File: config.mk
export PLATFORM = sky130hd
export DESIGN_NAME = stereo_frame_pair_matcher_flat
export DESIGN_NICKNAME = d
export VERILOG_FILES = /design/src/design/sfpm_pkg.sv /design/src/design/sfpm_if.sv /design/src/design/stereo_frame_pair_matcher.sv /design/src/design/sfpm_ram.sv /design/src/design/sfpm_hist.sv /design/src/design/sfpm_eval.sv /design/src/flat_wrapper.sv
export SDC_FILE = /design/constraint.sdc
export NUM_CORES = 2
export LEC_CHECK = 0
export BUFFER_PORTS_ARGS = -buffer_cell sky130_fd_sc_hd__buf_4
export CAP_MARGIN = 10
export CORE_ASPECT_RATIO = 1.25
export CORE_MARGIN = 2
export CORE_UTILIZATION = 40
export DETAILED_ROUTE_END_ITERATION = 7
export PLACE_DENSITY = 0.59
export SYNTH_ARGS = -nofsm -noshare
export SYNTH_HDL_FRONTEND = slang
export SYNTH_HIERARCHICAL = 1
export SYNTH_SLANG_ARGS = --single-unit
File: constraint.sdc
create_clock -name clk_i -period 17.15 [get_ports clk_i]
set_input_delay 3.43 -clock clk_i [delete_from_list [all_inputs] [get_ports clk_i]]
set_output_delay 3.43 -clock clk_i [all_outputs]
set_load 0.005 [all_outputs]
File: src/design/sfpm_pkg.sv
`default_nettype none
// ----------------------------------------------------------------------------
// sfpm_pkg: shared types and constants of the stereo frame pair matcher
// Field widths, codes, register reset values and the staleness test.
// ----------------------------------------------------------------------------
package sfpm_pkg;

  localparam int TimeW     = 48;
  localparam int SeqW      = 32;
  localparam int CntW      = 32;
  localparam int ScoreW    = SeqW + 1;
  localparam int MaxSkewW  = 20;
  localparam int StaleW    = 24;
  localparam int CfgIdxW   = 2;
  localparam int CfgDataW  = 24;
  localparam int HistDepth = 8;

  localparam logic [MaxSkewW-1:0] MaxSkewRst  = MaxSkewW'(20000);
  localparam logic [StaleW-1:0]   StaleLimRst = StaleW'(200000);
  localparam logic                ReuseRst    = 1'b0;
  localparam logic                SwapRst     = 1'b1;

  typedef enum logic [1:0] {
    ActLeft  = 2'd0,
    ActRight = 2'd1,
    ActTick  = 2'd2
  } action_e;

  typedef enum logic [1:0] {
    StPublish = 2'd0,
    StWait    = 2'd1,
    StStale   = 2'd2,
    StSkew    = 2'd3
  } status_e;

  typedef enum logic [CfgIdxW-1:0] {
    RegMaxSkew  = 2'd0,
    RegStaleLim = 2'd1,
    RegReuse    = 2'd2,
    RegSwap     = 2'd3
  } reg_idx_e;

  typedef struct packed {
    logic [MaxSkewW-1:0] max_skew;
    logic [StaleW-1:0]   stale_limit;
    logic                reuse;
    logic                swap;
  } cfg_t;

  // Running result of one tick's pair search
  typedef struct packed {
    logic              saw_new;
    logic              saw_fresh;
    logic              have_any;
    logic              have_best;
    logic [TimeW-1:0]  any_skew;
    logic [TimeW-1:0]  skew;
    logic [ScoreW-1:0] score;
    logic [SeqW-1:0]   lseq;
    logic [SeqW-1:0]   rseq;
  } best_t;

  // A frame captured at or after the tick time is never stale
  function automatic logic is_stale(logic [TimeW-1:0]  now,
                                    logic [TimeW-1:0]  t,
                                    logic [StaleW-1:0] lim);
    logic [TimeW-1:0] age;
    age = now - t;
    return (now > t) && (age > TimeW'(lim));
  endfunction

endpackage
`default_nettype wire

File: src/design/sfpm_if.sv
`default_nettype none
// ----------------------------------------------------------------------------
// sfpm_if: request and result channels of the stereo frame pair matcher
// Valid/ready channels; a transfer happens when both are high at a clock edge.
// ----------------------------------------------------------------------------
interface sfpm_req_if;
  import sfpm_pkg::*;

  logic             valid;
  logic             ready;
  logic [1:0]       action;
  logic [TimeW-1:0] time_us;

  modport source (output valid, output action, output time_us, input ready);
  modport sink   (input valid, input action, input time_us, output ready);
endinterface

interface sfpm_rsp_if;
  import sfpm_pkg::*;

  logic             valid;
  logic             ready;
  logic [1:0]       status;
  logic [SeqW-1:0]  left_out_seq;
  logic [SeqW-1:0]  right_out_seq;
  logic [TimeW-1:0] skew_us;
  logic [CntW-1:0]  publish_total;
  logic [CntW-1:0]  skew_drop_total;
  logic [CntW-1:0]  stale_drop_total;
  logic [CntW-1:0]  wait_total;

  modport source (output valid, output status, output left_out_seq, output right_out_seq,
                  output skew_us, output publish_total, output skew_drop_total,
                  output stale_drop_total, output wait_total, input ready);
  modport sink   (input valid, input status, input left_out_seq, input right_out_seq,
                  input skew_us, input publish_total, input skew_drop_total,
                  input stale_drop_total, input wait_total, output ready);
endinterface
`default_nettype wire

File: src/design/stereo_frame_pair_matcher.sv
`default_nettype none
// ----------------------------------------------------------------------------
// stereo_frame_pair_matcher: pairs left and right camera frames by timestamp
// Keeps a frame history per side and reports one pairing decision per tick.
// ----------------------------------------------------------------------------
// A frame transfer (action left or right) produces no result. A tick walks
// the left history newest first; each left entry is read from its RAM in
// SLRead and SLWait, and a left entry that is new then has the right history
// streamed in SRRun through the single right RAM read port into the two-stage
// evaluator. SFinish then decides, and one result transfer comes out of the
// tick. The result sits in an output register: the next request is taken
// while it waits.
// Configuration: cfg_we_i writes cfg_data_i into register cfg_idx_i
// (0 max skew, 1 stale limit, 2 reuse, 3 swap); write only while idle.
// ----------------------------------------------------------------------------
module stereo_frame_pair_matcher #(
  parameter  int HISTORY_DEPTH = sfpm_pkg::HistDepth,
  localparam int IdxW          = (HISTORY_DEPTH > 1) ? $clog2(HISTORY_DEPTH) : 1,
  localparam int FillW         = $clog2(HISTORY_DEPTH + 1)
) (
  input  wire logic                          clk_i,
  input  wire logic                          rst_ni,
  sfpm_req_if.sink                           req_i,
  sfpm_rsp_if.source                         rsp_o,
  input  wire logic                          cfg_we_i,
  input  wire logic [sfpm_pkg::CfgIdxW-1:0]  cfg_idx_i,
  input  wire logic [sfpm_pkg::CfgDataW-1:0] cfg_data_i
);
  import sfpm_pkg::*;

  typedef enum logic [2:0] {
    SIdle,    // take requests
    SLRead,   // present left read address
    SLWait,   // left entry arrives, newness check
    SRRun,    // stream right entries through the evaluator
    SFinish   // decide and load the result register
  } state_e;

  // control
  state_e           state_q, state_d;
  logic [FillW-1:0] i_q, i_d;        // left age index
  logic [FillW-1:0] jr_q, jr_d;      // right age index being issued
  logic             v1_q, v1_d;      // right read data returns this cycle
  logic [TimeW-1:0] now_q, now_d;
  logic [SeqW-1:0]  lq_q, lq_d;
  logic [TimeW-1:0] lt_q, lt_d;
  logic             lstale_q, lstale_d;
  logic [SeqW-1:0]  last_l_q, last_l_d;
  logic [SeqW-1:0]  last_r_q, last_r_d;
  logic [CntW-1:0]  cnt_q [4];
  logic [CntW-1:0]  cnt_d [4];
  cfg_t             cfg_q, cfg_d;

  // result register
  logic             out_valid_q, out_valid_d;
  status_e          out_status_q, out_status_d;
  logic [SeqW-1:0]  out_lseq_q, out_lseq_d;
  logic [SeqW-1:0]  out_rseq_q, out_rseq_d;
  logic [TimeW-1:0] out_skew_q, out_skew_d;
  logic [CntW-1:0]  out_tot_q [4];
  logic [CntW-1:0]  out_tot_d [4];

  logic             req_xfer, rsp_xfer, out_load;
  logic             push_l, push_r, eval_clr;
  logic [SeqW-1:0]  l_seq, r_seq;
  logic [TimeW-1:0] l_time, r_time;
  logic [FillW-1:0] l_fill, r_fill;
  logic             eval_busy;
  best_t            best;
  status_e          status;
  logic [CntW-1:0]  cnt_sum;

  assign req_i.ready = (state_q == SIdle);
  assign req_xfer    = req_i.valid && req_i.ready;
  assign rsp_xfer    = out_valid_q && rsp_o.ready;
  assign push_l      = req_xfer && (action_e'(req_i.action) == ActLeft);
  assign push_r      = req_xfer && (action_e'(req_i.action) == ActRight);
  assign eval_clr    = req_xfer && (action_e'(req_i.action) == ActTick);
  assign out_load    = (state_q == SFinish) && (!out_valid_q || rsp_o.ready);

  sfpm_hist #(.Depth(HISTORY_DEPTH)) u_hist_l (
    .clk_i    (clk_i),
    .rst_ni   (rst_ni),
    .push_i   (push_l),
    .time_i   (req_i.time_us),
    .rd_k_i   (i_q[IdxW-1:0]),
    .rd_seq_o (l_seq),
    .rd_time_o(l_time),
    .fill_o   (l_fill)
  );

  sfpm_hist #(.Depth(HISTORY_DEPTH)) u_hist_r (
    .clk_i    (clk_i),
    .rst_ni   (rst_ni),
    .push_i   (push_r),
    .time_i   (req_i.time_us),
    .rd_k_i   (jr_q[IdxW-1:0]),
    .rd_seq_o (r_seq),
    .rd_time_o(r_time),
    .fill_o   (r_fill)
  );

  sfpm_eval u_eval (
    .clk_i   (clk_i),
    .rst_ni  (rst_ni),
    .clr_i   (eval_clr),
    .v_i     (v1_q),
    .cfg_i   (cfg_q),
    .now_i   (now_q),
    .last_r_i(last_r_q),
    .lseq_i  (lq_q),
    .ltime_i (lt_q),
    .lstale_i(lstale_q),
    .rseq_i  (r_seq),
    .rtime_i (r_time),
    .busy_o  (eval_busy),
    .best_o  (best)
  );

  // Decision of the tick from the search summary
  always_comb begin
    if (best.have_best) begin
      status = StPublish;
    end else if (!best.saw_new) begin
      status = StWait;
    end else if (!best.saw_fresh) begin
      status = StStale;
    end else begin
      status = StSkew;
    end
  end

  always_comb begin
    state_d      = state_q;
    i_d          = i_q;
    jr_d         = jr_q;
    v1_d         = 1'b0;
    now_d        = now_q;
    lq_d         = lq_q;
    lt_d         = lt_q;
    lstale_d     = lstale_q;
    last_l_d     = last_l_q;
    last_r_d     = last_r_q;
    cnt_d        = cnt_q;
    cfg_d        = cfg_q;
    out_valid_d  = out_valid_q;
    out_status_d = out_status_q;
    out_lseq_d   = out_lseq_q;
    out_rseq_d   = out_rseq_q;
    out_skew_d   = out_skew_q;
    out_tot_d    = out_tot_q;

    if (cfg_we_i) begin
      unique case (reg_idx_e'(cfg_idx_i))
        RegMaxSkew:  cfg_d.max_skew    = cfg_data_i[MaxSkewW-1:0];
        RegStaleLim: cfg_d.stale_limit = cfg_data_i[StaleW-1:0];
        RegReuse:    cfg_d.reuse       = cfg_data_i[0];
        RegSwap:     cfg_d.swap        = cfg_data_i[0];
        default:     cfg_d             = cfg_q;
      endcase
    end

    if (rsp_xfer) begin
      out_valid_d = 1'b0;
    end

    unique case (state_q)
      SIdle: begin
        if (eval_clr) begin
          now_d   = req_i.time_us;
          i_d     = '0;
          state_d = SLRead;
        end
      end
      SLRead: begin
        state_d = (i_q == l_fill) ? SFinish : SLWait;
      end
      SLWait: begin
        lq_d     = l_seq;
        lt_d     = l_time;
        lstale_d = is_stale(now_q, l_time, cfg_q.stale_limit);
        if (cfg_q.reuse || (l_seq > last_l_q)) begin
          jr_d    = '0;
          state_d = SRRun;
        end else begin
          i_d     = i_q + FillW'(1);
          state_d = SLRead;
        end
      end
      SRRun: begin
        if (jr_q < r_fill) begin
          jr_d = jr_q + FillW'(1);
          v1_d = 1'b1;
        end else if (!v1_q && !eval_busy) begin
          i_d     = i_q + FillW'(1);
          state_d = SLRead;
        end
      end
      SFinish: begin
        if (out_load) begin
          cnt_d[status] = cnt_q[status] + CntW'(1);
          out_valid_d   = 1'b1;
          out_status_d  = status;
          out_tot_d     = cnt_d;
          if (best.have_best) begin
            out_skew_d = best.skew;
            out_lseq_d = cfg_q.swap ? best.rseq : best.lseq;
            out_rseq_d = cfg_q.swap ? best.lseq : best.rseq;
            last_l_d   = best.lseq;
            last_r_d   = best.rseq;
          end else begin
            out_skew_d = best.have_any ? best.any_skew : '0;
            out_lseq_d = '0;
            out_rseq_d = '0;
          end
          state_d = SIdle;
        end
      end
      default: state_d = SIdle;
    endcase
  end

  always_ff @(posedge clk_i or negedge rst_ni) begin
    if (!rst_ni) begin
      state_q           <= SIdle;
      i_q               <= '0;
      jr_q              <= '0;
      v1_q              <= 1'b0;
      last_l_q          <= '0;
      last_r_q          <= '0;
      cnt_q             <= '{default: '0};
      cfg_q.max_skew    <= MaxSkewRst;
      cfg_q.stale_limit <= StaleLimRst;
      cfg_q.reuse       <= ReuseRst;
      cfg_q.swap        <= SwapRst;
      out_valid_q       <= 1'b0;
    end else begin
      state_q     <= state_d;
      i_q         <= i_d;
      jr_q        <= jr_d;
      v1_q        <= v1_d;
      last_l_q    <= last_l_d;
      last_r_q    <= last_r_d;
      cnt_q       <= cnt_d;
      cfg_q       <= cfg_d;
      out_valid_q <= out_valid_d;
    end
  end

  // payload registers
  always_ff @(posedge clk_i) begin
    now_q        <= now_d;
    lq_q         <= lq_d;
    lt_q         <= lt_d;
    lstale_q     <= lstale_d;
    out_status_q <= out_status_d;
    out_lseq_q   <= out_lseq_d;
    out_rseq_q   <= out_rseq_d;
    out_skew_q   <= out_skew_d;
    out_tot_q    <= out_tot_d;
  end

  assign rsp_o.valid            = out_valid_q;
  assign rsp_o.status           = out_status_q;
  assign rsp_o.left_out_seq     = out_lseq_q;
  assign rsp_o.right_out_seq    = out_rseq_q;
  assign rsp_o.skew_us          = out_skew_q;
  assign rsp_o.publish_total    = out_tot_q[StPublish];
  assign rsp_o.skew_drop_total  = out_tot_q[StSkew];
  assign rsp_o.stale_drop_total = out_tot_q[StStale];
  assign rsp_o.wait_total       = out_tot_q[StWait];

  assign cnt_sum = cnt_q[0] + cnt_q[1] + cnt_q[2] + cnt_q[3];

  a_pub_skew_in_limit: assert property (@(posedge clk_i) disable iff (!rst_ni)
    (out_valid_q && out_status_q == StPublish) |-> (out_skew_q <= TimeW'(cfg_q.max_skew)))
    else $error("published pair skew above limit");

  a_nopub_zero_seq: assert property (@(posedge clk_i) disable iff (!rst_ni)
    (out_valid_q && out_status_q != StPublish) |-> (out_lseq_q == '0 && out_rseq_q == '0))
    else $error("non-publish result carries sequence numbers");

  a_one_event_per_tick: assert property (@(posedge clk_i) disable iff (!rst_ni)
    out_load |=> (cnt_sum == $past(cnt_sum) + CntW'(1)))
    else $error("event counters not stepped by exactly one");

  a_no_result_from_frames: assert property (@(posedge clk_i) disable iff (!rst_ni)
    (push_l || push_r) |=> !$rose(out_valid_q))
    else $error("frame transfer produced a result");

endmodule
`default_nettype wire

File: src/design/sfpm_ram.sv
`default_nettype none
// ----------------------------------------------------------------------------
// sfpm_ram: generic single-write, single-read synchronous RAM
// One write port, one read port, read data registered.
// ----------------------------------------------------------------------------
module sfpm_ram #(
  parameter  int Width = 8,
  parameter  int Depth = 8,
  localparam int AddrW = (Depth > 1) ? $clog2(Depth) : 1
) (
  input  wire logic             clk_i,
  input  wire logic             we_i,
  input  wire logic [AddrW-1:0] waddr_i,
  input  wire logic [Width-1:0] wdata_i,
  input  wire logic [AddrW-1:0] raddr_i,
  output logic      [Width-1:0] rdata_o
);

  logic [Width-1:0] mem_q [Depth];

  always_ff @(posedge clk_i) begin
    if (we_i) begin
      mem_q[waddr_i] <= wdata_i;
    end
    rdata_o <= mem_q[raddr_i];
  end

endmodule
`default_nettype wire

File: src/design/sfpm_hist.sv
`default_nettype none
// ----------------------------------------------------------------------------
// sfpm_hist: frame history of one camera side
// Ring of (seq, time) entries in a RAM; read port addressed by age, k=0 newest.
// ----------------------------------------------------------------------------
module sfpm_hist #(
  parameter  int Depth = sfpm_pkg::HistDepth,
  localparam int IdxW  = (Depth > 1) ? $clog2(Depth) : 1,
  localparam int FillW = $clog2(Depth + 1)
) (
  input  wire logic                       clk_i,
  input  wire logic                       rst_ni,
  input  wire logic                       push_i,
  input  wire logic [sfpm_pkg::TimeW-1:0] time_i,
  input  wire logic [IdxW-1:0]            rd_k_i,
  output logic      [sfpm_pkg::SeqW-1:0]  rd_seq_o,
  output logic      [sfpm_pkg::TimeW-1:0] rd_time_o,
  output logic      [FillW-1:0]           fill_o
);
  import sfpm_pkg::*;

  logic [IdxW-1:0]  head_q, head_d;
  logic [FillW-1:0] fill_q, fill_d;
  logic [SeqW-1:0]  ctr_q, ctr_d;
  logic [IdxW:0]    slot_sum;
  logic [IdxW-1:0]  rd_slot;

  // slot of the k-th newest entry: (head - 1 - k) mod Depth
  always_comb begin
    slot_sum = {1'b0, head_q} + ((IdxW+1)'(Depth - 1) - {1'b0, rd_k_i});
    if (slot_sum >= (IdxW+1)'(Depth)) begin
      rd_slot = IdxW'(slot_sum - (IdxW+1)'(Depth));
    end else begin
      rd_slot = IdxW'(slot_sum);
    end
  end

  always_comb begin
    head_d = head_q;
    fill_d = fill_q;
    ctr_d  = ctr_q;
    if (push_i) begin
      ctr_d  = ctr_q + SeqW'(1);
      head_d = (head_q == IdxW'(Depth - 1)) ? '0 : head_q + IdxW'(1);
      if (fill_q < FillW'(Depth)) begin
        fill_d = fill_q + FillW'(1);
      end
    end
  end

  always_ff @(posedge clk_i or negedge rst_ni) begin
    if (!rst_ni) begin
      head_q <= '0;
      fill_q <= '0;
      ctr_q  <= '0;
    end else begin
      head_q <= head_d;
      fill_q <= fill_d;
      ctr_q  <= ctr_d;
    end
  end

  sfpm_ram #(
    .Width(SeqW + TimeW),
    .Depth(Depth)
  ) u_ram (
    .clk_i  (clk_i),
    .we_i   (push_i),
    .waddr_i(head_q),
    .wdata_i({ctr_d, time_i}),
    .raddr_i(rd_slot),
    .rdata_o({rd_seq_o, rd_time_o})
  );

  assign fill_o = fill_q;

  a_fill_bound: assert property (@(posedge clk_i) disable iff (!rst_ni)
    fill_q <= FillW'(Depth))
    else $error("history fill beyond depth");

  a_head_tracks_fill: assert property (@(posedge clk_i) disable iff (!rst_ni)
    (fill_q < FillW'(Depth)) |-> (FillW'(head_q) == fill_q))
    else $error("head out of step with fill before wrap");

endmodule
`default_nettype wire

File: src/design/sfpm_eval.sv
`default_nettype none
// ----------------------------------------------------------------------------
// sfpm_eval: two-stage pair evaluator
// Stage 1 forms newness, freshness, skew and score; stage 2 updates the best.
// ----------------------------------------------------------------------------
module sfpm_eval (
  input  wire logic                       clk_i,
  input  wire logic                       rst_ni,
  input  wire logic                       clr_i,
  input  wire logic                       v_i,
  input  wire sfpm_pkg::cfg_t             cfg_i,
  input  wire logic [sfpm_pkg::TimeW-1:0] now_i,
  input  wire logic [sfpm_pkg::SeqW-1:0]  last_r_i,
  input  wire logic [sfpm_pkg::SeqW-1:0]  lseq_i,
  input  wire logic [sfpm_pkg::TimeW-1:0] ltime_i,
  input  wire logic                       lstale_i,
  input  wire logic [sfpm_pkg::SeqW-1:0]  rseq_i,
  input  wire logic [sfpm_pkg::TimeW-1:0] rtime_i,
  output logic                            busy_o,
  output sfpm_pkg::best_t                 best_o
);
  import sfpm_pkg::*;

  logic              pv_q;
  logic              p_new_q, p_fresh_q;
  logic [TimeW-1:0]  p_skew_q;
  logic [ScoreW-1:0] p_score_q;
  logic [SeqW-1:0]   p_lseq_q, p_rseq_q;
  best_t             best_q, best_d;

  // stage 1
  always_ff @(posedge clk_i or negedge rst_ni) begin
    if (!rst_ni) begin
      pv_q <= 1'b0;
    end else begin
      pv_q <= v_i;
    end
  end

  always_ff @(posedge clk_i) begin
    if (v_i) begin
      p_new_q   <= cfg_i.reuse || (rseq_i > last_r_i);
      p_fresh_q <= !lstale_i && !is_stale(now_i, rtime_i, cfg_i.stale_limit);
      p_skew_q  <= (ltime_i > rtime_i) ? ltime_i - rtime_i : rtime_i - ltime_i;
      p_score_q <= {1'b0, lseq_i} + {1'b0, rseq_i};
      p_lseq_q  <= lseq_i;
      p_rseq_q  <= rseq_i;
    end
  end

  // stage 2
  always_comb begin
    best_d = best_q;
    if (clr_i) begin
      best_d = '0;
    end else if (pv_q && p_new_q) begin
      best_d.saw_new = 1'b1;
      if (p_fresh_q) begin
        best_d.saw_fresh = 1'b1;
        if (!best_q.have_any || p_skew_q < best_q.any_skew) begin
          best_d.have_any = 1'b1;
          best_d.any_skew = p_skew_q;
        end
        if (p_skew_q <= TimeW'(cfg_i.max_skew)) begin
          if (!best_q.have_best || p_skew_q < best_q.skew ||
              (p_skew_q == best_q.skew && p_score_q > best_q.score)) begin
            best_d.have_best = 1'b1;
            best_d.skew      = p_skew_q;
            best_d.score     = p_score_q;
            best_d.lseq      = p_lseq_q;
            best_d.rseq      = p_rseq_q;
          end
        end
      end
    end
  end

  always_ff @(posedge clk_i or negedge rst_ni) begin
    if (!rst_ni) begin
      best_q <= '0;
    end else begin
      best_q <= best_d;
    end
  end

  assign busy_o = pv_q;
  assign best_o = best_q;

endmodule
`default_nettype wire
File: src/flat_wrapper.sv
// flat-port wrapper written by rule: the top's interface ports become plain ports
module stereo_frame_pair_matcher_flat import sfpm_pkg::*;
#(
  parameter  int HISTORY_DEPTH = sfpm_pkg::HistDepth,
  localparam int IdxW          = (HISTORY_DEPTH > 1) ? $clog2(HISTORY_DEPTH) : 1,
  localparam int FillW         = $clog2(HISTORY_DEPTH + 1)
)
  (clk_i, rst_ni, cfg_we_i, cfg_idx_i, cfg_data_i, req_i_valid, req_i_action, req_i_time_us, req_i_ready, rsp_o_valid, rsp_o_status, rsp_o_left_out_seq, rsp_o_right_out_seq, rsp_o_skew_us, rsp_o_publish_total, rsp_o_skew_drop_total, rsp_o_stale_drop_total, rsp_o_wait_total, rsp_o_ready);
  sfpm_req_if req_i_i ();
  sfpm_rsp_if rsp_o_i ();
  input  wire logic clk_i;
  input  wire logic rst_ni;
  input  wire logic cfg_we_i;
  input  wire logic [sfpm_pkg::CfgIdxW-1:0] cfg_idx_i;
  input  wire logic [sfpm_pkg::CfgDataW-1:0] cfg_data_i;
  input wire logic [$bits(req_i_i.valid)-1:0] req_i_valid;
  input wire logic [$bits(req_i_i.action)-1:0] req_i_action;
  input wire logic [$bits(req_i_i.time_us)-1:0] req_i_time_us;
  output wire logic [$bits(req_i_i.ready)-1:0] req_i_ready;
  output wire logic [$bits(rsp_o_i.valid)-1:0] rsp_o_valid;
  output wire logic [$bits(rsp_o_i.status)-1:0] rsp_o_status;
  output wire logic [$bits(rsp_o_i.left_out_seq)-1:0] rsp_o_left_out_seq;
  output wire logic [$bits(rsp_o_i.right_out_seq)-1:0] rsp_o_right_out_seq;
  output wire logic [$bits(rsp_o_i.skew_us)-1:0] rsp_o_skew_us;
  output wire logic [$bits(rsp_o_i.publish_total)-1:0] rsp_o_publish_total;
  output wire logic [$bits(rsp_o_i.skew_drop_total)-1:0] rsp_o_skew_drop_total;
  output wire logic [$bits(rsp_o_i.stale_drop_total)-1:0] rsp_o_stale_drop_total;
  output wire logic [$bits(rsp_o_i.wait_total)-1:0] rsp_o_wait_total;
  input wire logic [$bits(rsp_o_i.ready)-1:0] rsp_o_ready;
  assign req_i_i.valid = req_i_valid;
  assign req_i_i.action = req_i_action;
  assign req_i_i.time_us = req_i_time_us;
  assign req_i_ready = req_i_i.ready;
  assign rsp_o_valid = rsp_o_i.valid;
  assign rsp_o_status = rsp_o_i.status;
  assign rsp_o_left_out_seq = rsp_o_i.left_out_seq;
  assign rsp_o_right_out_seq = rsp_o_i.right_out_seq;
  assign rsp_o_skew_us = rsp_o_i.skew_us;
  assign rsp_o_publish_total = rsp_o_i.publish_total;
  assign rsp_o_skew_drop_total = rsp_o_i.skew_drop_total;
  assign rsp_o_stale_drop_total = rsp_o_i.stale_drop_total;
  assign rsp_o_wait_total = rsp_o_i.wait_total;
  assign rsp_o_i.ready = rsp_o_ready;
  stereo_frame_pair_matcher #(.HISTORY_DEPTH(HISTORY_DEPTH)) u_core (.clk_i(clk_i), .rst_ni(rst_ni), .req_i(req_i_i), .rsp_o(rsp_o_i), .cfg_we_i(cfg_we_i), .cfg_idx_i(cfg_idx_i), .cfg_data_i(cfg_data_i));
endmodule
[Word-level counts from Yosys, hierarchy flattened]
Memories as Yosys holds them, arrays and structs flattened. A register that Yosys moved wholly into a read port is not among the register bits.
Index checks and enable logic that the tools add are counted.
Word-level totals
  memories: 2
  bits in writable memories: 1280
  bits in registers: 1045
  input port bits: 81
Memory list
  u_core.u_hist_l.u_ram.mem_q: depth 8, width 80, read ports 1, clocked after Yosys merged registers in 1, write ports 1, line sfpm_ram.sv:19  | logic [Width-1:0] mem_q [Depth];
  u_core.u_hist_r.u_ram.mem_q: depth 8, width 80, read ports 1, clocked after Yosys merged registers in 1, write ports 1, line sfpm_ram.sv:19
Cells by class
  reductions and logical operators: 51
  order comparisons: 18
  eq/ne operators: 20
  add/subtract/negate cells: 20
  bitwise gates (word level): 1
  mux-type cells: 53
Operator list (number)
  197-bit 2-to-1 mux: 2
  145-bit 2-to-1 mux: 2
  32-bit 2-to-1 mux: 7
  196-bit 2-to-1 mux: 1
  48-bit 2-to-1 mux: 4
  48-bit subtractor: 4
  48-bit > comparator: 3
  128-bit bitwise mux: 1
  32-bit by 1-bit adder with 32-bit output, second input constant: 3
  48-bit by 24-bit > comparator with 1-bit output: 2
  48-bit < comparator: 2
  32-bit binary-select mux with 2-bit select: 1
  32-bit demux with 2-bit select: 1
  32-bit > comparator: 2
  48-bit equality test: 1
  48-bit by 20-bit less-or-equal comparator with 1-bit output: 1
  32-bit by 32-bit adder with 33-bit output: 1
  33-bit > comparator: 1
  3-bit 2-to-1 mux: 9
  4-bit 2-to-1 mux: 6
  2-bit AND reduction: 9
  4-bit by 1-bit adder with 4-bit output, second input constant: 4
  3-bit case mux with 5 select lines: 1
  1-bit logical AND: 13
  other kinds (31): 82

[Longest topological paths before layout]
  depth after elaboration: 9
  gate-level depth with buffers: 25

[Hierarchy]
Netlist, hierarchy kept.
By module, submodules not included
  sfpm_ram: times used 2, cells each 1018, area an instance 25654.6 µm²
  stereo_frame_pair_matcher: times used 1, cells each 2590, area an instance 30051.3 µm²
  sfpm_eval: times used 1, cells each 2936, area an instance 27173.6 µm²
  sfpm_hist: times used 2, cells each 163, area an instance 1866.8 µm²

[Least setup slack after synthesis]
Ideal clock, no wire load.
  path kind: input -> register
  start point: input port rsp_o_ready
  end point: register u_core.out_lseq_q[0], in the netlist u_core/rsp_o.left_out_seq[0], enable pin
  library setup time: 702 ps
  cell stages on the path: 6
  arrival: 11158 ps
  path slack: 5291 ps
  buffers on the path: 3
  cells stage by stage: nor2b_1 > or2_2 > clkbuf_1 > clkinv_1 > clkbuf_1 > clkbuf_1
Between the ends
  longest elaborated chain between the ends: 3
RTL lines
  start, declared: line flat_wrapper.sv:29  | input wire logic [$bits(rsp_o_i.ready)-1:0] rsp_o_ready;
  1-bit logical OR: line stereo_frame_pair_matcher.sv:79  | assign out_load = (state_q == SFinish) && (!out_valid_q || rsp_o.ready);
  1-bit logical AND: line stereo_frame_pair_matcher.sv:79
  2-bit AND reduction (no line)
  end signal, assigned: line stereo_frame_pair_matcher.sv:257  | out_lseq_q <= out_lseq_d;
  end, declared: line stereo_frame_pair_matcher.sv:57  | logic [SeqW-1:0] out_lseq_q, out_lseq_d;
Every way passes these cells.
A chain may end at the register's enable or synchronous reset.

[Final worst setup path]
  start point: input port rsp_o_ready
  end point: register u_core.last_r_q[8]
Between the ends
  longest elaborated chain between the ends: 3
RTL lines
  1-bit logical OR: line stereo_frame_pair_matcher.sv:79
  1-bit logical AND: line stereo_frame_pair_matcher.sv:79
  3-bit AND reduction (no line)
  end signal, assigned: line stereo_frame_pair_matcher.sv:243  | last_r_q <= last_r_d;
  end, declared: line stereo_frame_pair_matcher.sv:49  | logic [SeqW-1:0] last_r_q, last_r_d;
Every way passes these cells.

==> metrics.txt <==
crit share post-route=between 40% and 50%; worst hold-check slack=~430 ps; setup slack, reg-to-reg=10,600 ps; Syn Nets=about 8,500; final slew viol count=0; Peak VDD IR=roughly 0.22 mV; metal3 WL=approximately 14 mm; Seq cells post-synth=~2,500; Syn Std Cell Area=112,000 sq um; clk_lat worst skew=920 ps; uppermost layer routed=met5; fillcell total=approximately 25,000; CP Class=primary input to flop; synthesized area per cell=around 14 sq um; Final Skew=89.7 ps; Critical Path RT=between 15,000 and 20,000 ps; commonest non-fill, non-tap cell in the layout=edfxtp_1; ys async rst share=a little over a fifth; deepest clock path buffer count=4; Critical Path, Cell by Cell=buf_4, nor2b_1, buf_4, or2_2, inv_8, nand2_4, buf_4, mux2_2; final hold viol count=0; FF-to-FF path depth=20; final setup TNS=0 ps; Hold Crit Class=flop to flop; Vias/cell=approximately 5.4; Slowest-stage cell, CP=nand2_4; minimum clock period=6890 ps; vias in the first global route=approximately 66,000; clk slew on worst S/H paths=60 ps; CP Buf/Inv Count=4; number of I/O port buffers=~320; number of CTS-inserted buffers=approximately 240; Crit path top cell by count=buf_4; CTS tree=done; Routed WL=roughly 290 mm; wire per inst=about 24 microns; routed wl met2=roughly 140 mm; worst slew pin tran=between 1000 and 1500 ps; wire length on met1=between 100 and 150 mm; PwrDens=196 nW/um^2; most frequent cells in the layout=edfxtp_1, nand2_1, dfrtp_1, ha_1, inv_1; Main synth FF type=edfxtp_1; crit path capture=u_core/last_r_q[8]$_DFFE_PN0P_; non-filler cells, final=between 10,000 and 15,000; DR DRC count=0; IO Count=325; RSZ-0062 raised after global routing=no; antenna violations before repair=33; first-pass detailed-route iteration total=5; max_cap viols=0; Critical Path AT=7650 ps; Die Wd=about 480 microns; Critical Path Start=rsp_o_ready; outcome=completed; final setup fails=0; critical path launch point type=primary input; fin nets=a little under 9,000; GPL Wtd Cong=roughly 0.90; floorplan core area=approximately 280,000 sq um; WHS Path Cells=0; detailed-route via count=65,400; DIE AREA=approximately 280,000 sq um; Tot Pwr=roughly 25 mW; Synth Instances=~7,900; sequential area share after synthesis=a little over three fifths; Static Leak=about 48 nW; clock sink count=2,485; root buf cell=clkbuf_16; first-pass GRT wire length=approximately 430 mm; Total GRT Usage=about 20%; Final ANT Viol Nets=0; Final Worst Setup Slack=slightly above 10,000 ps; DP Cell Count=~12,000; CTS Hold Bufs=0; CP max FO=84; synthesis warning total=6; synth-to-layout area growth=12.8%; R2R Path End=u_core/u_eval/p_fresh_q$_DFFE_PP_; gr ovfl total=0; Max stage delay on crit path=between 700 and 800 ps; layout cells sized above 1=between 10% and 20%; number of synthesized flops with an enable pin=~1,800; post-CTS sizing=0; DR iter-0 viols=just under 5,000; Worst Setup End Kind=flop; WP depth=8; CP delay by family, top=simple AND/OR/NAND/NOR gates; die boundary height=just under 600 microns; unique cell type count in the Yosys netlist=131; DP HPWL=201 mm; Reg2Reg Launch Point=u_core/now_q[3]$_DFFE_PP_; initial core utilization=40.2%; post-CTS setup repair buffer count=0; pre-CTS setup slack=slightly above 9000 ps; Slew HR=a little under a tenth; H-Tree Depth=4; largest net degree at the start of global routing=between 90 and 100; row cnt=217; FMAX=approximately 150 MHz
cell families (layout without fill, tap and decap cells):
logic type	Yosys count	after routing	share of synthesized area (%)
fa+ha+maj	506	506	5.69
flops	2485	2485	62.7
other cells	0	12	0
compound gates	1268	1268	7.28
buf+inv	824	1346	3.18
simple gates	1625	1625	7.00
xor+xnor	271	271	2.15
mux	909	909	12.0
worst register-to-register path, stage by stage, from the launching register on:
cell and delay [ps]:
edfxtp_1 430, ha_1 410, nand3_1 280, o21bai_1 310
a21oi_1 280, o2111ai_1 190, a311oi_1 900, nor3b_1 150
xnor2_1 180, ha_1 290, nand2_1 80, nor2_1 130
nand2_1 80, or4_1 550, a2111o_1 460, nor4_2 220
o2111ai_1 200, nor4_1 490, and4b_1 300, nand4_1 110
o32ai_2 290
worst min-delay path by stage:
stage / from / endpoint
after floorplan: u_core/u_hist_l/u_ram/rdata_o[48]$_DFF_P_ / u_core/lq_q[0]$_DFFE_PP_
after global placement: u_core/u_hist_l/u_ram/rdata_o[8]$_DFF_P_ / u_core/lt_q[8]$_DFFE_PP_
after detailed placement: u_core/u_hist_l/u_ram/rdata_o[3]$_DFF_P_ / u_core/lt_q[3]$_DFFE_PP_
after CTS: u_core/u_hist_l/u_ram/rdata_o[8]$_DFF_P_ / u_core/lt_q[8]$_DFFE_PP_
after global routing: u_core/u_hist_l/u_ram/rdata_o[4]$_DFF_P_ / u_core/lt_q[4]$_DFFE_PP_
final: u_core/u_hist_l/u_ram/rdata_o[3]$_DFF_P_ / u_core/lt_q[3]$_DFFE_PP_
metrics by stage:
stage	area [sq um]	utilization, %
global placement	119000	42.4
CTS	127000	45.3
floorplan	112000	-
finish	127000	45.3
detailed placement	119000	42.4
global route	127000	45.3
Yosys cell counts, drive strengths merged (170+ instances only):
| library cell | number | area, sq um |
|---|---|---|
| dfrtp | 515 | 12900 |
| nor2 | 423 | 1600 |
| inv | 489 | 1840 |
| edfxtp | 1798 | 54000 |
| ha | 499 | 6240 |
| clkbuf | 170 | 658 |
| a21oi | 347 | 1740 |
| mux2i | 289 | 2890 |
| o21ai | 347 | 1760 |
| mux2 | 300 | 3380 |
| a21o | 207 | 1550 |
| nand2 | 536 | 2020 |
| mux4 | 320 | 7210 |
final cells by class:
| cell class | count | area, sq um | share of cell area (%) |
|---|---|---|---|
| flip-flops and latches | 2485 | 70400 | 55.6 |
| multi-input cells | 4579 | 38500 | 30.4 |
| clock buffers | 324 | 6630 | 5.24 |
| well taps | 3723 | 4660 | 3.68 |
| repair buffers | 414 | 3130 | 2.47 |
| inverters | 491 | 1850 | 1.46 |
| clock inverters | 117 | 1360 | 1.07 |
| diodes | 12 | 30.0 | 0.0237 |
sequential cells by signal, indices dropped and copies added, names as in the netlist, 80 cells and up:
| register | cells |
|---|---|
| u_core/u_hist_r/u_ram/mem_q | 640 |
| u_core/u_hist_l/u_ram/rdata_o | 80 |
| u_core/u_hist_l/u_ram/mem_q | 640 |
| u_core/u_hist_r/u_ram/rdata_o | 80 |
| u_core/u_eval/best_o | 197 |
| u_core/cnt_q | 128 |
layer usage:
metal  vias up  GRT usage (%)
li1      30100              -
met1     33200           27.6
met2      1690           32.1
met3       437           2.68
met4        22           5.88
met5         -              0
power breakdown:
group	switching, mW	total (mW)	internal (mW)
Combinational	6.09	10.8	4.70
Sequential	0.923	8.64	7.71
Clock	2.26	5.38	3.13
Note: power is estimated with default switching activity, not from simulation.
